<file path="config.mk">
export PLATFORM = sky130hd
export DESIGN_NAME = calendar_date_normalizer_top_flat
export DESIGN_NICKNAME = d
export VERILOG_FILES = /design/src/cdn_pkg.sv /design/src/cdn_ifs.sv /design/src/cdn_mod25.sv /design/src/cdn_core.sv /design/src/calendar_date_normalizer_top.sv /design/src/flat_wrapper.sv
export VERILOG_INCLUDE_DIRS = /design/src /design/src/src
export SDC_FILE = /design/constraint.sdc
export NUM_CORES = 1
export LEC_CHECK = 0
export BUFFER_PORTS_ARGS = -buffer_cell sky130_fd_sc_hd__clkbuf_2
export CAP_MARGIN = 20
export CORE_MARGIN = 2
export CORE_UTILIZATION = 65
export CTS_BUF_LIST = sky130_fd_sc_hd__clkbuf_8
export DETAILED_ROUTE_END_ITERATION = 8
export GPL_ROUTABILITY_DRIVEN = 0
export PLACE_DENSITY = 0.87
export SLEW_MARGIN = 20
export SYNTH_ARGS = -nofsm -noshare
export SYNTH_HDL_FRONTEND = slang
export SYNTH_SLANG_ARGS = --single-unit
export TNS_END_PERCENT = 100
</file>
<file path="constraint.sdc">
create_clock -name clk_i -period 8.5 [get_ports clk_i]
set_input_delay 0.425 -clock clk_i [delete_from_list [all_inputs] [get_ports clk_i]]
set_output_delay 0.425 -clock clk_i [all_outputs]
set_load 0.005 [all_outputs]
</file>
<file path="src/calendar_date_normalizer_top_macros.svh">
// ----------------------------------------------------------------------------
// calendar date normalizer assertion macros
// shared property forms for the checks in the normalizer modules
// ----------------------------------------------------------------------------
`ifndef CALENDAR_DATE_NORMALIZER_TOP_MACROS_SVH
`define CALENDAR_DATE_NORMALIZER_TOP_MACROS_SVH

// same-cycle implication
`define CDN_ASSERT_IMPL(lbl, ante, cons, msg) \
  lbl: assert property (@(posedge clk_i) disable iff (!rst_ni) (ante) |-> (cons)) \
    else $error(msg);

// next-cycle implication
`define CDN_ASSERT_NEXT(lbl, ante, cons, msg) \
  lbl: assert property (@(posedge clk_i) disable iff (!rst_ni) (ante) |=> (cons)) \
    else $error(msg);

`endif

</file>
<file path="src/cdn_pkg.sv">
// ----------------------------------------------------------------------------
// calendar date normalizer package
// shared types, codes and calendar helper functions
// ----------------------------------------------------------------------------
package cdn_pkg;

  typedef logic signed [16:0] year_t;
  typedef logic signed [8:0]  month_t;
  typedef logic signed [12:0] day_t;
  typedef logic [4:0]         res25_t;

  localparam year_t       YEAR_MAX          = 17'sd32767;
  localparam logic [15:0] DIV25             = 16'd25;
  // ceil(2^21 / 25), quotient exact for every 16-bit magnitude
  localparam logic [16:0] DIV25_RECIP       = 17'd83887;
  localparam int          DIV25_RECIP_SHIFT = 21;

  typedef enum logic [1:0] {
    FUNC_NORM = 2'd0,
    FUNC_ADD  = 2'd1,
    FUNC_SUB  = 2'd2,
    FUNC_CMP  = 2'd3
  } func_e;

  typedef enum logic [1:0] {
    REL_LESS    = 2'd0,
    REL_EQUAL   = 2'd1,
    REL_GREATER = 2'd2
  } rel_e;

  typedef enum logic [1:0] {
    SEASON_WINTER = 2'd0,
    SEASON_SPRING = 2'd1,
    SEASON_SUMMER = 2'd2,
    SEASON_AUTUMN = 2'd3
  } season_e;

  typedef struct packed {
    year_t  year;
    month_t month;
    day_t   day;
  } cdn_req_t;

  typedef struct packed {
    logic       start;
    logic       take;
  } cdn_ctl_t;

  typedef struct packed {
    logic       idle;
    logic       done;
  } cdn_sts_t;

  typedef struct packed {
    logic [14:0] year;
    logic [3:0]  month;
    logic [4:0]  day;
    logic [1:0]  season;
  } cdn_res_t;

  typedef struct packed {
    logic        start;
    logic [15:0] mag;
  } m25_req_t;

  typedef struct packed {
    logic       done;
    res25_t     rem;
  } m25_rsp_t;

  // leap year from low year bits and divisibility by 25
  function automatic logic leap_f(logic [3:0] ylo, logic div25);
    return div25 ? (ylo == 4'd0) : (ylo[1:0] == 2'd0);
  endfunction

  function automatic logic [4:0] days_in_f(logic [3:0] m, logic leap);
    logic [4:0] len;
    case (m)
      4'd2:                    len = leap ? 5'd29 : 5'd28;
      4'd4, 4'd6, 4'd9, 4'd11: len = 5'd30;
      default:                 len = 5'd31;
    endcase
    return len;
  endfunction

  function automatic season_e season_f(logic [3:0] m);
    season_e s;
    if (m == 4'd12 || m <= 4'd2) begin
      s = SEASON_WINTER;
    end else if (m <= 4'd5) begin
      s = SEASON_SPRING;
    end else if (m <= 4'd8) begin
      s = SEASON_SUMMER;
    end else begin
      s = SEASON_AUTUMN;
    end
    return s;
  endfunction

endpackage

</file>
<file path="src/cdn_ifs.sv">
// ----------------------------------------------------------------------------
// calendar date normalizer channels
// valid/ready interfaces for the request and result transfers
// ----------------------------------------------------------------------------
interface cdn_in_if;
  logic               valid;
  logic               ready;
  logic [1:0]         func;
  logic [13:0]        a_year;
  logic signed [7:0]  a_month;
  logic signed [11:0] a_day;
  logic [13:0]        b_year;
  logic signed [7:0]  b_month;
  logic signed [11:0] b_day;

  modport source (
    output valid, func, a_year, a_month, a_day, b_year, b_month, b_day,
    input  ready
  );
  modport sink (
    input  valid, func, a_year, a_month, a_day, b_year, b_month, b_day,
    output ready
  );
endinterface

interface cdn_out_if;
  logic        valid;
  logic        ready;
  logic [14:0] out_year;
  logic [3:0]  out_month;
  logic [4:0]  out_day;
  logic [1:0]  season;
  logic [1:0]  relation;

  modport source (
    output valid, out_year, out_month, out_day, season, relation,
    input  ready
  );
  modport sink (
    input  valid, out_year, out_month, out_day, season, relation,
    output ready
  );
endinterface

</file>
<file path="src/cdn_mod25.sv">
// ----------------------------------------------------------------------------
// calendar date normalizer residue unit
// remainder of a year magnitude by 25: reciprocal multiply, then one subtract
// ----------------------------------------------------------------------------
module cdn_mod25 import cdn_pkg::*; (
  input  logic     clk_i,
  input  logic     rst_ni,
  input  m25_req_t req_i,
  output m25_rsp_t rsp_o
);

  logic [15:0] mag_q, mag_d;
  logic [11:0] quo_q, quo_d;
  res25_t      rem_q, rem_d;
  logic        mul_q, mul_d;
  logic        sub_q, sub_d;
  logic        done_q, done_d;
  logic [32:0] prod;
  logic [15:0] quo_x25;
  logic [15:0] rem_full;

  assign prod     = 33'(mag_q) * 33'(DIV25_RECIP);
  assign quo_x25  = 16'(quo_q) * DIV25;
  assign rem_full = mag_q - quo_x25;

  always_comb begin
    mag_d  = mag_q;
    quo_d  = quo_q;
    rem_d  = rem_q;
    mul_d  = 1'b0;
    sub_d  = 1'b0;
    done_d = 1'b0;
    if (req_i.start) begin
      mag_d = req_i.mag;
      mul_d = 1'b1;
    end else if (mul_q) begin
      quo_d = prod[DIV25_RECIP_SHIFT +: 12];
      sub_d = 1'b1;
    end else if (sub_q) begin
      rem_d  = rem_full[4:0];
      done_d = 1'b1;
    end
  end

  always_ff @(posedge clk_i or negedge rst_ni) begin
    if (!rst_ni) begin
      mul_q  <= 1'b0;
      sub_q  <= 1'b0;
      done_q <= 1'b0;
    end else begin
      mul_q  <= mul_d;
      sub_q  <= sub_d;
      done_q <= done_d;
    end
  end

  always_ff @(posedge clk_i) begin
    mag_q <= mag_d;
    quo_q <= quo_d;
    rem_q <= rem_d;
  end

  assign rsp_o.done = done_q;
  assign rsp_o.rem  = rem_q;

endmodule

</file>
<file path="src/cdn_core.sv">
// ----------------------------------------------------------------------------
// calendar date normalizer core
// sequencer for month wrap, residue setup and month-by-month day carry
// ----------------------------------------------------------------------------
`include "calendar_date_normalizer_top_macros.svh"

module cdn_core import cdn_pkg::*; (
  input  logic     clk_i,
  input  logic     rst_ni,
  input  cdn_ctl_t ctl_i,
  input  cdn_req_t req_i,
  output cdn_sts_t sts_o,
  output cdn_res_t res_o
);

  typedef enum logic [4:0] {
    ST_IDLE = 5'b00001,
    ST_MON  = 5'b00010,
    ST_MOD  = 5'b00100,
    ST_DAY  = 5'b01000,
    ST_FIN  = 5'b10000
  } state_e;

  state_e   st_q, st_d;
  year_t    y_q, y_d;
  month_t   m_q, m_d;
  day_t     d_q, d_d;
  res25_t   r25_q, r25_d;

  m25_req_t m25_req;
  m25_rsp_t m25_rsp;

  logic [3:0] m4, m_next, m_prev, y_prev_lo;
  logic       wrap_dn;
  res25_t     r25_inc, r25_dec, r25_prev, r25_init;
  day_t       dim_cur, dim_prev;

  cdn_mod25 u_mod25 (
    .clk_i (clk_i),
    .rst_ni(rst_ni),
    .req_i (m25_req),
    .rsp_o (m25_rsp)
  );

  assign m4        = m_q[3:0];
  assign m_next    = (m4 == 4'd12) ? 4'd1 : m4 + 4'd1;
  assign wrap_dn   = (m4 == 4'd1);
  assign m_prev    = wrap_dn ? 4'd12 : m4 - 4'd1;
  assign y_prev_lo = wrap_dn ? y_q[3:0] - 4'd1 : y_q[3:0];
  assign r25_inc   = (r25_q == 5'd24) ? 5'd0 : r25_q + 5'd1;
  assign r25_dec   = (r25_q == 5'd0) ? 5'd24 : r25_q - 5'd1;
  assign r25_prev  = wrap_dn ? r25_dec : r25_q;
  assign r25_init  = (y_q[16] && m25_rsp.rem != 5'd0) ? 5'd25 - m25_rsp.rem : m25_rsp.rem;
  assign dim_cur   = day_t'(days_in_f(m4, leap_f(y_q[3:0], r25_q == 5'd0)));
  assign dim_prev  = day_t'(days_in_f(m_prev, leap_f(y_prev_lo, r25_prev == 5'd0)));

  always_comb begin
    st_d          = st_q;
    y_d           = y_q;
    m_d           = m_q;
    d_d           = d_q;
    r25_d         = r25_q;
    m25_req.start = 1'b0;
    m25_req.mag   = y_q[16] ? 16'(-y_q) : y_q[15:0];
    unique case (st_q)
      ST_IDLE: begin
        if (ctl_i.start) begin
          y_d  = req_i.year;
          m_d  = req_i.month;
          d_d  = req_i.day;
          st_d = ST_MON;
        end
      end
      ST_MON: begin
        if (m_q > 9'sd12) begin
          m_d = m_q - 9'sd12;
          y_d = y_q + 17'sd1;
        end else if (m_q < 9'sd1) begin
          m_d = m_q + 9'sd12;
          y_d = y_q - 17'sd1;
        end else begin
          m25_req.start = 1'b1;
          st_d          = ST_MOD;
        end
      end
      ST_MOD: begin
        if (m25_rsp.done) begin
          r25_d = r25_init;
          st_d  = ST_DAY;
        end
      end
      ST_DAY: begin
        if (d_q > dim_cur) begin
          d_d = d_q - dim_cur;
          m_d = month_t'(m_next);
          if (m4 == 4'd12) begin
            y_d   = y_q + 17'sd1;
            r25_d = r25_inc;
          end
        end else if (d_q < 13'sd1) begin
          d_d = d_q + dim_prev;
          m_d = month_t'(m_prev);
          if (wrap_dn) begin
            y_d   = y_q - 17'sd1;
            r25_d = r25_dec;
          end
        end else begin
          st_d = ST_FIN;
        end
      end
      ST_FIN: begin
        if (ctl_i.take) begin
          st_d = ST_IDLE;
        end
      end
      default: st_d = ST_IDLE;
    endcase
  end

  always_ff @(posedge clk_i or negedge rst_ni) begin
    if (!rst_ni) begin
      st_q <= ST_IDLE;
    end else begin
      st_q <= st_d;
    end
  end

  always_ff @(posedge clk_i) begin
    y_q   <= y_d;
    m_q   <= m_d;
    d_q   <= d_d;
    r25_q <= r25_d;
  end

  // year floor and saturation
  assign res_o.year   = (y_q < 17'sd1) ? 15'd1 :
                        (y_q > YEAR_MAX) ? YEAR_MAX[14:0] : y_q[14:0];
  assign res_o.month  = m4;
  assign res_o.day    = d_q[4:0];
  assign res_o.season = season_f(m4);

  assign sts_o.idle = (st_q == ST_IDLE);
  assign sts_o.done = (st_q == ST_FIN);

  `CDN_ASSERT_IMPL(a_day_month_range, st_q == ST_DAY, (m_q >= 9'sd1) && (m_q <= 9'sd12), "month out of range in day carry")
  `CDN_ASSERT_IMPL(a_residue_range, st_q == ST_DAY, r25_q < 5'd25, "year residue out of range")
  `CDN_ASSERT_IMPL(a_fin_day_range, st_q == ST_FIN, (d_q >= 13'sd1) && (d_q <= 13'sd31), "final day out of range")

endmodule

</file>
<file path="src/calendar_date_normalizer_top.sv">
// ----------------------------------------------------------------------------
// calendar date normalizer top: per item, W month wraps and then D month steps of day carry
// W <= 22 and D <= about 140 for the input ranges, one item in flight, next taken after result
// throughput set by the month-a-cycle day carry and held back by result stalls
// reset: asynchronous active low, clears sequencer and output valid, no clearing pass
// ----------------------------------------------------------------------------
`include "calendar_date_normalizer_top_macros.svh"

module calendar_date_normalizer_top import cdn_pkg::*; (
  input logic      clk_i,
  input logic      rst_ni,
  cdn_in_if.sink   in_i,
  cdn_out_if.source out_o
);

  cdn_ctl_t ctl;
  cdn_sts_t sts;
  cdn_req_t req;
  cdn_res_t res;

  func_e    func;
  rel_e     rel_raw;
  rel_e     rel_q;
  logic     in_xfer;
  logic     load;

  logic        out_valid_q, out_valid_d;
  logic [14:0] out_year_q;
  logic [3:0]  out_month_q;
  logic [4:0]  out_day_q;
  logic [1:0]  season_q;
  logic [1:0]  relation_q;

  year_t  ay, by;
  month_t am, bm;
  day_t   ad, bd;

  assign func = func_e'(in_i.func);
  assign ay   = year_t'(in_i.a_year);
  assign by   = year_t'(in_i.b_year);
  assign am   = month_t'(in_i.a_month);
  assign bm   = month_t'(in_i.b_month);
  assign ad   = day_t'(in_i.a_day);
  assign bd   = day_t'(in_i.b_day);

  always_comb begin
    unique case (func)
      FUNC_ADD: begin
        req.year  = ay + by;
        req.month = am + bm;
        req.day   = ad + bd;
      end
      FUNC_SUB: begin
        req.year  = ay - by;
        req.month = am - bm;
        req.day   = ad - bd;
      end
      default: begin
        req.year  = ay;
        req.month = am;
        req.day   = ad;
      end
    endcase
  end

  always_comb begin
    if (in_i.a_year != in_i.b_year) begin
      rel_raw = (in_i.a_year < in_i.b_year) ? REL_LESS : REL_GREATER;
    end else if (in_i.a_month != in_i.b_month) begin
      rel_raw = (in_i.a_month < in_i.b_month) ? REL_LESS : REL_GREATER;
    end else if (in_i.a_day != in_i.b_day) begin
      rel_raw = (in_i.a_day < in_i.b_day) ? REL_LESS : REL_GREATER;
    end else begin
      rel_raw = REL_EQUAL;
    end
  end

  assign in_i.ready = sts.idle;
  assign in_xfer    = in_i.valid && in_i.ready;
  assign load       = sts.done && (!out_valid_q || out_o.ready);

  assign ctl.start = in_xfer;
  assign ctl.take  = load;

  cdn_core u_core (
    .clk_i (clk_i),
    .rst_ni(rst_ni),
    .ctl_i (ctl),
    .req_i (req),
    .sts_o (sts),
    .res_o (res)
  );

  always_comb begin
    out_valid_d = out_valid_q;
    if (load) begin
      out_valid_d = 1'b1;
    end else if (out_o.ready) begin
      out_valid_d = 1'b0;
    end
  end

  always_ff @(posedge clk_i or negedge rst_ni) begin
    if (!rst_ni) begin
      out_valid_q <= 1'b0;
    end else begin
      out_valid_q <= out_valid_d;
    end
  end

  always_ff @(posedge clk_i) begin
    if (in_xfer) begin
      rel_q <= rel_raw;
    end
    if (load) begin
      out_year_q  <= res.year;
      out_month_q <= res.month;
      out_day_q   <= res.day;
      season_q    <= res.season;
      relation_q  <= rel_q;
    end
  end

  assign out_o.valid     = out_valid_q;
  assign out_o.out_year  = out_year_q;
  assign out_o.out_month = out_month_q;
  assign out_o.out_day   = out_day_q;
  assign out_o.season    = season_q;
  assign out_o.relation  = relation_q;

  `CDN_ASSERT_NEXT(a_busy_after_transfer, in_i.valid && in_i.ready, !in_i.ready, "ready after input transfer")
  `CDN_ASSERT_IMPL(a_out_month_range, out_valid_q, (out_month_q >= 4'd1) && (out_month_q <= 4'd12), "result month out of range")
  `CDN_ASSERT_IMPL(a_out_year_nonzero, out_valid_q, out_year_q != 15'd0, "result year zero")

endmodule

</file>
<file path="src/flat_wrapper.sv">
// flat-port wrapper written by rule: the top's interface ports become plain ports
module calendar_date_normalizer_top_flat import cdn_pkg::*;
  (clk_i, rst_ni, in_i_valid, in_i_func, in_i_a_year, in_i_a_month, in_i_a_day, in_i_b_year, in_i_b_month, in_i_b_day, in_i_ready, out_o_valid, out_o_out_year, out_o_out_month, out_o_out_day, out_o_season, out_o_relation, out_o_ready);
  cdn_in_if in_i_i ();
  cdn_out_if out_o_i ();
  input logic clk_i;
  input logic rst_ni;
  input wire logic [$bits(in_i_i.valid)-1:0] in_i_valid;
  input wire logic [$bits(in_i_i.func)-1:0] in_i_func;
  input wire logic [$bits(in_i_i.a_year)-1:0] in_i_a_year;
  input wire logic [$bits(in_i_i.a_month)-1:0] in_i_a_month;
  input wire logic [$bits(in_i_i.a_day)-1:0] in_i_a_day;
  input wire logic [$bits(in_i_i.b_year)-1:0] in_i_b_year;
  input wire logic [$bits(in_i_i.b_month)-1:0] in_i_b_month;
  input wire logic [$bits(in_i_i.b_day)-1:0] in_i_b_day;
  output wire logic [$bits(in_i_i.ready)-1:0] in_i_ready;
  output wire logic [$bits(out_o_i.valid)-1:0] out_o_valid;
  output wire logic [$bits(out_o_i.out_year)-1:0] out_o_out_year;
  output wire logic [$bits(out_o_i.out_month)-1:0] out_o_out_month;
  output wire logic [$bits(out_o_i.out_day)-1:0] out_o_out_day;
  output wire logic [$bits(out_o_i.season)-1:0] out_o_season;
  output wire logic [$bits(out_o_i.relation)-1:0] out_o_relation;
  input wire logic [$bits(out_o_i.ready)-1:0] out_o_ready;
  assign in_i_i.valid = in_i_valid;
  assign in_i_i.func = in_i_func;
  assign in_i_i.a_year = in_i_a_year;
  assign in_i_i.a_month = in_i_a_month;
  assign in_i_i.a_day = in_i_a_day;
  assign in_i_i.b_year = in_i_b_year;
  assign in_i_i.b_month = in_i_b_month;
  assign in_i_i.b_day = in_i_b_day;
  assign in_i_ready = in_i_i.ready;
  assign out_o_valid = out_o_i.valid;
  assign out_o_out_year = out_o_i.out_year;
  assign out_o_out_month = out_o_i.out_month;
  assign out_o_out_day = out_o_i.out_day;
  assign out_o_season = out_o_i.season;
  assign out_o_relation = out_o_i.relation;
  assign out_o_i.ready = out_o_ready;
  calendar_date_normalizer_top u_core (.clk_i(clk_i), .rst_ni(rst_ni), .in_i(in_i_i), .out_o(out_o_i));
endmodule
</file>
# --- Word level (Yosys, flattened, before mapping) ---
# Index checks and enable logic that the tools add are counted.
word_totals:
  register_bits: 116
  latchBits: 0
  ram_bits: 0
  romBits: 0
  input_bits: 74
  output_inout_bits: 30
  wordCells: 184
  mem_count: 0
op_classes:
  add_sub_neg: 20
  n_mul: 2
  div_mod_pow: 0
  order_cmp: 12
  eq_ne: 34
  n_shift: 0
  n_mux: 66
  bitwise: 2
  n_reduce_logical: 28
op_table:
  columns: ["op", "count"]
  rows:
  - ["$mux 17", 7]
  - ["$pmux 39 s2", 1]
  - ["$mux 5", 15]
  - ["$pmux 17 s3", 1]
  - ["$mux 9", 5]
  - ["$mux 13", 3]
  - ["$mul 16x17->33 const B", 1]
  - ["$pmux 9 s3", 1]
  - ["$pmux 13 s2", 1]
  - ["$pmux 5 s5", 1]
  - ["$eq 4x4->1 const B", 5]
  - ["$add 17x2->17 const B", 1]
  - ["$gt 17x16->1 const B", 1]
  - ["$lt 17x2->1 const B", 1]
  - ["$mux 1", 17]
  - ["$sub 17x2->17 const B", 1]
  - ["$eq 4x3->1 const B", 4]
  - ["$mux 16", 1]
  - ["$neg 16->16", 1]
  - ["$add 14x14->15", 1]
  - ["$mux 15", 1]
  - ["$sub 14x14->15", 1]
  - ["$lt 14x14->1", 1]
  - ["$ne 14x14->1", 1]
  - ["other kinds (59)", 91]

# --- Depth between registers and ports, before layout ---
# Gate-level depths: netlist of the first run.
depth:
  ltp_word: 11
  mapped_depth: 21
  mapped_depth_nobuf: 21

# --- Cells and area by module ---
# From an unflattened synthesis of the first run, not the netlist that was laid out.
hier_totals:
  cells_unflattened: 1771
  area_unflattened_um2: 15443.6
by_module_without_submodules:
  columns: ["module", "n_inst", "cells_each", "area_per_inst_um2", "seq_area_each_um2"]
  rows:
  - ["cdn_mod25", 1, 548, 5650.4, 855.8]
  - ["cdn_core", 1, 614, 4971.0, 1447.6]
  - ["calendar_date_normalizer_top", 1, 609, 4822.1, 925.9]

# --- Least setup slack after synthesis of the first run ---
# OpenSTA, ideal clock, no wires.
synth_timing:
  kind: "register to register"
  start: "register u_core.u_core.u_mod25.mag_q[14]"
  end: "register u_core.u_core.u_mod25.quo_q[3] (data pin)"
  t_arrival_ns: 5.331
  required_time_ns: 8.242
  path_slack_ns: 2.912
  stages_incl_launch_ff: 20
  path_buffers: 0
  path_cell_list: "edfxtp_1 > fa_1 > inv_1 > fa_1 > inv_1 > fa_1 > fa_1 > fa_1 > inv_1 > fa_1 > inv_1 > ha_1 > o211ai_1 > a211oi_1 > a21oi_1 > o31ai_1 > o21ai_0 > o211ai_1 > a21oi_1 > xnor2_1"
synth_via:
  elab_chain_len: 1
synth_lines:
  columns: ["item", "line_no", "text"]
  rows:
  - ["start: declaration", "cdn_mod25.sv:12", "logic [15:0] mag_q, mag_d;"]
  - ["start signal: assignment", "cdn_mod25.sv:58", "mag_q <= mag_d;"]
  - ["$mul 16x17->33", "cdn_mod25.sv:22", "assign prod = 33'(mag_q) * 33'(DIV25_RECIP);"]
  - ["named net u_core.u_core.u_mod25.prod[24]", "cdn_mod25.sv:18", "logic [32:0] prod;"]
  - ["end signal: assignment", "cdn_mod25.sv:59", "quo_q <= quo_d;"]
  - ["end: declaration", "cdn_mod25.sv:13", "logic [11:0] quo_q, quo_d;"]
# The timed path passes the listed nets, and every way through them passes these cells.
# A chain may end at the register's enable or synchronous reset.

# --- Final worst setup path of the first run ---
# Ends and elaborated chain as after synthesis.

==> results of run 1 <==
## power breakdown
part,switching [mW],leakage [nW],internal (mW)
sequential,0.0000000000000000124,1.01,0.584
clock,0.213,0.103,0.117
combinational,0.177,5.86,0.121
## path summary, 6_finish.rpt
kind | start | endpoint
hold / removal | in_i_valid | u_core.u_core.st_q[0]$_DFFE_PN1P_
max in group asynchronous | rst_ni | u_core.u_core.st_q[0]$_DFFE_PN1P_
setup reg to reg | u_core.u_core.u_mod25.mag_q[14]$_DFFE_PP_ | u_core.u_core.u_mod25.quo_q[3]$_DFFE_PP_
hold reg to reg | u_core.rel_q[0]$_SDFFCE_PN0P_ | u_core.out_o.relation[0]$_DFFE_PP_
setup / recovery | u_core.u_core.u_mod25.mag_q[14]$_DFFE_PP_ | u_core.u_core.u_mod25.quo_q[3]$_DFFE_PP_
min in group asynchronous | rst_ni | u_core.out_o.valid$_DFFE_PN0P_
## flip-flops by register name, indices dropped and copies added, names as in the netlist
register / cells
u_core.out_o.relation: 2
u_core.u_core.m_q: 9
u_core.u_core.u_mod25.quo_q: 5
u_core.u_core.y_q: 17
u_core.out_o.out_year: 15
u_core.out_o.season: 2
u_core.out_o.out_month: 4
u_core.u_core.u_mod25.mag_q: 16
u_core.out_o.out_day: 5
u_core.u_core.st_q: 5
u_core.u_core.u_mod25.mul_q: 1
u_core.u_core.u_mod25.done_q: 1
u_core.out_o.valid: 1
u_core.rel_q: 2
u_core.u_core.d_q: 13
u_core.u_core.r25_q: 5
u_core.u_core.u_mod25.sub_q: 1
u_core.u_core.u_mod25.rem_q: 5
## synthesized netlist by cell type, drive strengths merged (16+ instances only)
cell type	number	area, µm²
fa	104	2080
nand3	25	125
o21ai	70	350
xor2	20	175
inv	265	995
xnor2	67	587
a221oi	17	149
ha	201	2510
and3	21	131
a21oi	92	460
a21o	17	128
o221ai	17	149
nand2	88	330
o211ai	21	158
o22ai	20	125
clkbuf	61	229
edfxtp	100	3000
nor3	37	195
nor2	75	284
nor2b	16	100
o21a	16	120
## placed cells by master (no fill, tap or decap), types with 5 or more instances in the layout
cell type	n
a211oi_1	12
a21o_1	17
a21oi_1	92
a221o_1	12
a221oi_1	17
a22oi_1	6
a311oi_1	5
a31oi_1	13
and2_1	8
and3_1	21
and4_1	6
buf_4	11
clkbuf_2	103
clkbuf_8	9
dfrtp_1	8
edfxtp_1	100
fa_1	104
ha_1	201
inv_1	265
mux2i_1	6
nand2_1	88
nand2b_1	14
nand3_1	25
nand4_1	11
nor2_1	73
nor2b_1	15
nor3_1	35
nor4_1	6
o211ai_1	21
o21a_1	16
o21ai_0	67
o21bai_1	12
o221a_2	6
o221ai_1	17
o22ai_1	20
o31ai_1	12
or3_1	11
xnor2_1	67
xor2_1	20
## per-stage QoR
stage	worst slack, ns	cells	util [%]	power (mW)
floorplan	2.91	1583	-	0.802
global placement	2.41	1903	69.1	0.875
detailed placement	2.22	1903	69.1	0.883
CTS	2.20	1920	70.1	1.20
global route	1.89	1920	70.1	1.26
finish	2.21	1920	70.1	1.21
## final cells by class
cell class              count  area share (%)
flip-flops and latches    109            21.2
multi-input cells        1134            64.7
clock inverters             7           0.509
inverters                 266            6.55
well taps                 280            2.30
repair buffers            115            3.99
clock buffers               9           0.812
## worst max-delay path: cells and delay by family (launching register included)
kind | cells | cell delay, ns
AO/OA/AOI/OAI | 7 | 1.61
adder cells (fa/ha/maj) | 7 | 3.52
flip-flops | 1 | 0.53
XOR/XNOR | 1 | 0.13
buffers and inverters | 4 | 0.26
## cell families (layout without fill, tap and decap cells)
group / count (synthesis) / after routing / share of synthesized area [%]
compound gates: 388 / 388 / 18.2
xor+xnor: 87 / 87 / 5.30
fa+ha+maj: 305 / 305 / 32.0
buf+inv: 340 / 397 / 9.00
flops: 109 / 109 / 22.5
mux: 8 / 8 / 0.574
simple gates: 346 / 346 / 12.5
## what timing repair did
item | CTS | global route
hold buffers | 1 | 0
setup endpoints to repair | 0 | 0
hold endpoints to repair | 8 | 0
gates resized for setup | 0 | 0
## metal layers
| metal | routed length (µm) | global-route usage [%] | part of all wire [%] |
|---|---|---|---|
| met4 | 1460 | 13.4 | 4.0 |
| met2 | 17400 | 52.3 | 47 |
| met3 | 3240 | 4.72 | 8.8 |
| met5 | 0 | 0 | 0 |
| met1 | 14700 | 41.5 | 40 |
==> flow_metrics.py, run 1 <==
metrics = {
    "global_routing": {
        "grt_antenna_before_repair": 0,
        "grt-ovfl-total": 0,
        "grt_max_degree": 35,
        "grt_pass1_vias": 12200,
        "grt.total_usage_pct": 31.5,
        "grt_pass1_wl_mm": 60.0,
    },
    "setup_path": {
        "crit_chain": "fa_1 > inv_1 > fa_1 > inv_1 > fa_1 > fa_1 > fa_1 > inv_1 > fa_1 > inv_1 > ha_1 > o211ai_1 > a211oi_1 > a21oi_1 > o31ai_1 > o21ai_0 > o211ai_1 > a21oi_1 > xnor2_1",
        "crit_top_cell": "fa_1",
        "worstSetupEndpointType": "register",
        "path_max_fanout": 5,
        "worstPathRequired_ns": 8.67,
        "rr_worst_depth": 19,
        "critPathMaxStageDelay_ns": 0.59,
        "worstSetupPathType": "reg -> reg",
        "worstPathArrival_ns": 6.46,
        "ff2ff_setup_slack_ns": 2.21,
        "crit_path_top_delay_cell": "fa_1",
        "cp-start-kind": "register",
    },
    "timing": {
        "fin_tns_setup_ns": 0,
        "worst_slew_pin_slew_ns": 1.12,
        "finalSetupViolCount": 0,
        "maxSlewViolCount": 0,
        "clock_skew_ns": 0.0131,
        "fin_crit_sh_pct": 74.0,
        "whs_ns": 0.334,
        "hold_viol": 0,
        "clock.fmax_mhz": 159,
        "max_slew_margin_pct": 25.4,
        "min_period_ns": 6.29,
        "rsz0062_at_grt": "false",
    },
    "synth": {
        "netlist_instances": 1583,
        "syn_nets": 1962,
        "ys_types": 79,
        "avgSynthCellArea_um2": 9.08,
        "seq_area_frac_synth_pct": 22.5,
        "syn_area_mm2": 0.0144,
        "synthArstFlopShare_pct": 8.26,
        "synth_flop_cell": "edfxtp_1",
        "yosys_register_bits": 109,
        "synth_edf_count": 100,
        "yosysWarnings": 0,
    },
    "drt": {
        "drc": 0,
        "wl_mm": 36.8,
        "drtIter0Drc": 1485,
        "drt_pass1_iterations": 5,
        "wire_per_inst_um": 19.2,
        "antenna_left": 0,
        "vias": 12400,
        "viasPerCell": 6.43,
    },
    "layout": {
        "syn_to_final_growth_pct": 6.07,
        "layout-drive-gt1-share_pct": 9.82,
        "antennaDiodeCount": 0,
        "design_area_mm2": 0.0153,
        "multiInputGateArea_mm2": 0.00987,
        "seq_area_mm2": 0.00323,
        "fin_nets": 2014,
        "nFillCells": 1617,
    },
    "hold_path": {
        "hold_depth": 3,
        "hp-class": "in -> reg",
    },
    "clock_network": {
        "cts_setup_buffers": 0,
        "clkTransAtPathRegs_ns": 0.12,
        "ctsHtreeMaxLevel": 3,
        "clock_path_buffers": 2,
        "cts_buffers": 9,
        "cts_tree": "yes",
        "clkLatencyLatePin_ns": 0.41,
        "cts.sinks": 109,
        "cts_root_buffer": "clkbuf_8",
    },
    "die": {
        "core_area_mm2": 0.0218,
        "fp.dieArea_mm2": 0.0233,
        "rows": 54,
        "die_x_um": 153,
        "die_h_um": 153,
        "start_util_pct": 66.1,
        "io_pins": 104,
    },
    "placed_design": {
        "placed_area_mm2": 0.0150,
        "place.detailed.hpwl_mm": 28.9,
        "portBuffers": 103,
    },
    "power": {
        "power.density_mw_per_mm2": 79.5,
        "p_leak_nw": 6.98,
        "vdd_ir_drop_max_mv": 0.0598,
    },
    "status": {
        "outcome": "completed",
    },
    "flow_run": {
        "maxCapViolations": 0,
    },
}
(Power assumes the default switching activity.)
==> run 2, diff against run 1 <==
ABC_AREA = 1   (was default)
clock period = 6.27 ns   (was 8.5 ns; I/O delays follow)
==> run 2 against run 1 <==
  * Die area grew 12%
  * Count of clock-buffer cells in the layout is the same
  * Sequential power grew to 2.7 times the previous value
  * Design area grew 11%
  * Area after synthesis grew 12%
  * Synthesized cell count grew 38%
  * Register-to-register slack lost 1.4 ns
  * Power grew to 8.1 times the previous value
  * Final cell count grew 34%
  * Global-route usage grew 1.5 points
  * Maximum frequency grew 16%
  * Critical endpoint is now u_core.u_core.u_mod25.quo_q[0]$_DFFE_PP_
  * Largest cell class unchanged
  * Highest routed layer unchanged
==> flow_metrics.py, run 2 <==
metrics = {
    "die": {
        "die_x_um": 161,
        "fp.dieArea_mm2": 0.0260,
        "io_pins": 104,
        "die_h_um": 161,
        "rows": 57,
        "core_area_mm2": 0.0243,
        "start_util_pct": 66.1,
    },
    "synth": {
        "synth_edf_count": 100,
        "ys_top_cells_by_area": "edfxtp_1 (19%), ha_1 (16%), fa_1 (13%)",
        "avgSynthCellArea_um2": 7.38,
        "ys_types": 65,
        "syn_nets": 2559,
        "netlist_instances": 2180,
        "syn_area_mm2": 0.0161,
        "synthArstFlopShare_pct": 8.26,
        "synth_most_common_cell": "nand2_1",
        "synth_top_area_cell": "edfxtp_1",
        "synth_flop_cell": "edfxtp_1",
        "synth_top_area_share_pct": 18.7,
        "seq_area_frac_synth_pct": 20.1,
        "yosysWarnings": 0,
        "ys_top_cells_by_count": "nand2_1 (429), inv_1 (412), ha_1 (201)",
        "yosys_register_bits": 109,
    },
    "setup_path": {
        "cp-start-kind": "register",
        "worstSetupPathType": "reg -> reg",
        "rr_worst_depth": 18,
        "worstPathRequired_ns": 6.44,
        "ff2ff_setup_slack_ns": 0.86,
        "worstPathArrival_ns": 5.59,
        "path_max_fanout": 10,
        "worstSetupEndpointType": "register",
    },
    "power": {
        "p_seq_share_pct": 16.1,
        "intPower_mw": 4.23,
        "p_leak_nw": 8.65,
        "combPwrFrac_pct": 79.5,
        "clkPwrFrac_pct": 4.4,
        "power.density_mw_per_mm2": 576,
        "switching_share_pct": 56.8,
        "p_sw_mw": 5.56,
        "vdd_ir_drop_max_mv": 0.992,
    },
    "global_routing": {
        "grt_max_degree": 38,
        "grt_pass1_vias": 14700,
        "grt_antenna_before_repair": 0,
        "grt.total_usage_pct": 33.1,
        "grt_pass1_wl_mm": 69.8,
        "grt-ovfl-total": 0,
    },
    "timing": {
        "clock_skew_ns": 0.0188,
        "clock.fmax_mhz": 185,
        "maxSlewViolCount": 0,
        "rsz0062_at_grt": "false",
        "finalSetupViolCount": 0,
        "max_slew_margin_pct": 39.2,
        "min_period_ns": 5.41,
        "fin_tns_setup_ns": 0,
        "fin_crit_sh_pct": 86.3,
        "worst_slew_pin_slew_ns": 0.908,
        "hold_viol": 0,
    },
    "layout": {
        "multiInputGateArea_mm2": 0.0110,
        "syn_to_final_growth_pct": 5.62,
        "seq_area_mm2": 0.00323,
        "antennaDiodeCount": 0,
        "layout-drive-gt1-share_pct": 8.03,
        "largest_reg_flops": 17,
        "nFillCells": 1955,
        "final_cell_mix": "nand2_1 (429), inv_1 (412), ha_1 (201), nor2_1 (185), nand3_1 (167)",
        "final_common_cell": "nand2_1",
        "fin_nets": 2627,
        "largest-register": "u_core.u_core.y_q",
        "fin_util_pct": 69.9,
    },
    "clock_network": {
        "cts_tree": "yes",
        "hold_buffers": 1,
        "clkTransAtPathRegs_ns": 0.12,
        "ctsHtreeMaxLevel": 3,
        "ctsResizeCount": 0,
        "clock_path_buffers": 2,
        "clkLatencyLatePin_ns": 0.41,
        "cts.sinks": 109,
        "cts_setup_buffers": 0,
        "cts_buffers": 9,
        "cts_root_buffer": "clkbuf_8",
    },
    "drt": {
        "vias": 15100,
        "drt_pass1_iterations": 6,
        "antenna_left": 0,
        "drtIter0Drc": 1326,
        "wl_mm": 42.4,
        "drc": 0,
        "viasPerCell": 5.87,
        "wire_per_inst_um": 16.5,
    },
    "flow_run": {
        "maxCapViolations": 0,
    },
    "hold_path": {
        "hp-class": "in -> reg",
        "hold_depth": 3,
    },
    "status": {
        "outcome": "completed",
    },
    "placed_design": {
        "place.detailed.hpwl_mm": 34.9,
        "portBuffers": 103,
    },
}
==> run 2: cell types whose count changed in the layout (fill, tap and decap cells not counted), moves of 19 or more <==
cell     delta
nand2_1   +341
inv_1     +147
nand3_1   +142
nor2_1    +112
xnor2_1    -52
o21ai_0    +46
nand4_1    +32
xor2_1     +27
a21oi_1    +26
and3_1     -21
o22ai_1    -19
==> run 2: critical path, stage by stage, from the launching register on <==
cell and delay, ns:
edfxtp_1 0.66, fa_1 0.69, inv_1 0.07, fa_1 0.39
fa_1 0.46, fa_1 0.51, inv_1 0.06, fa_1 0.53
inv_1 0.05, fa_1 0.52, inv_1 0.04, ha_1 0.32
nand2_1 0.12, inv_1 0.05, a21oi_1 0.19, nor3_1 0.07
nor3_1 0.20, nand2_1 0.10, xor2_1 0.15
==> run 2: area by class of cell <==
cell class | count | share of cell area (%)
Multi-Input combinational cell | 1590 | 64.6
Sequential cell | 109 | 19.0
Inverter | 428 | 9.51
Timing Repair Buffer | 110 | 3.36
Tap cell | 324 | 2.39
Clock buffer | 9 | 0.729
Clock inverter | 7 | 0.383
==> run 2: final timing paths <==
kind,start,end
worst max-delay path,u_core.u_core.u_mod25.mag_q[2]$_DFFE_PP_,u_core.u_core.u_mod25.quo_q[0]$_DFFE_PP_
worst min-delay path,out_o_ready,u_core.out_o.valid$_DFFE_PN0P_
worst max register to register,u_core.u_core.u_mod25.mag_q[2]$_DFFE_PP_,u_core.u_core.u_mod25.quo_q[0]$_DFFE_PP_
worst min register to register,u_core.rel_q[0]$_SDFFCE_PN0P_,u_core.out_o.relation[0]$_DFFE_PP_
max in group asynchronous,rst_ni,u_core.u_core.st_q[0]$_DFFE_PN1P_
min in group asynchronous,rst_ni,u_core.u_core.u_mod25.done_q$_DFF_PN0_
==> run 2: power by group through the flow <==
stage	logic, mW	registers [mW]	clock network, mW
2_1_floorplan	5.89	1.45	0
3_3_place_gp	7.22	1.56	0
3_5_place_dp	7.61	1.57	0
4_1_cts	7.67	1.56	0.434
5_1_grt	8.84	1.60	0.459
6_report	7.78	1.58	0.434
==> run 2: metrics by stage <==
step	area, µm²	setup slack, ns	instances	hold slack (ns)	power [mW]
after floorplan	16100	1.23	2180	0.0179	7.33
after global placement	16800	1.05	2559	0.174	8.79
after detailed placement	16800	0.893	2560	0.183	9.18
after CTS	17000	0.874	2577	0.184	9.66
after global routing	17000	0.583	2577	0.203	10.9
final	17000	0.858	2577	0.195	9.80
==> run 2: layer usage <==
layer,GRT usage [%],wire length (µm)
met5,0,0
met4,12.2,1620
met3,5.26,3960
met2,56.5,19900
met1,42.6,16900
==> run 2: cells by family after synthesis <==
logic type | synth area share, %
AOI/OAI and AO/OA | 11.9
adders and majority gates | 28.6
xor gates and xnor gates | 3.38
buffers and inverters | 11.7
DFF | 20.1
and+or+nand+nor | 24.4
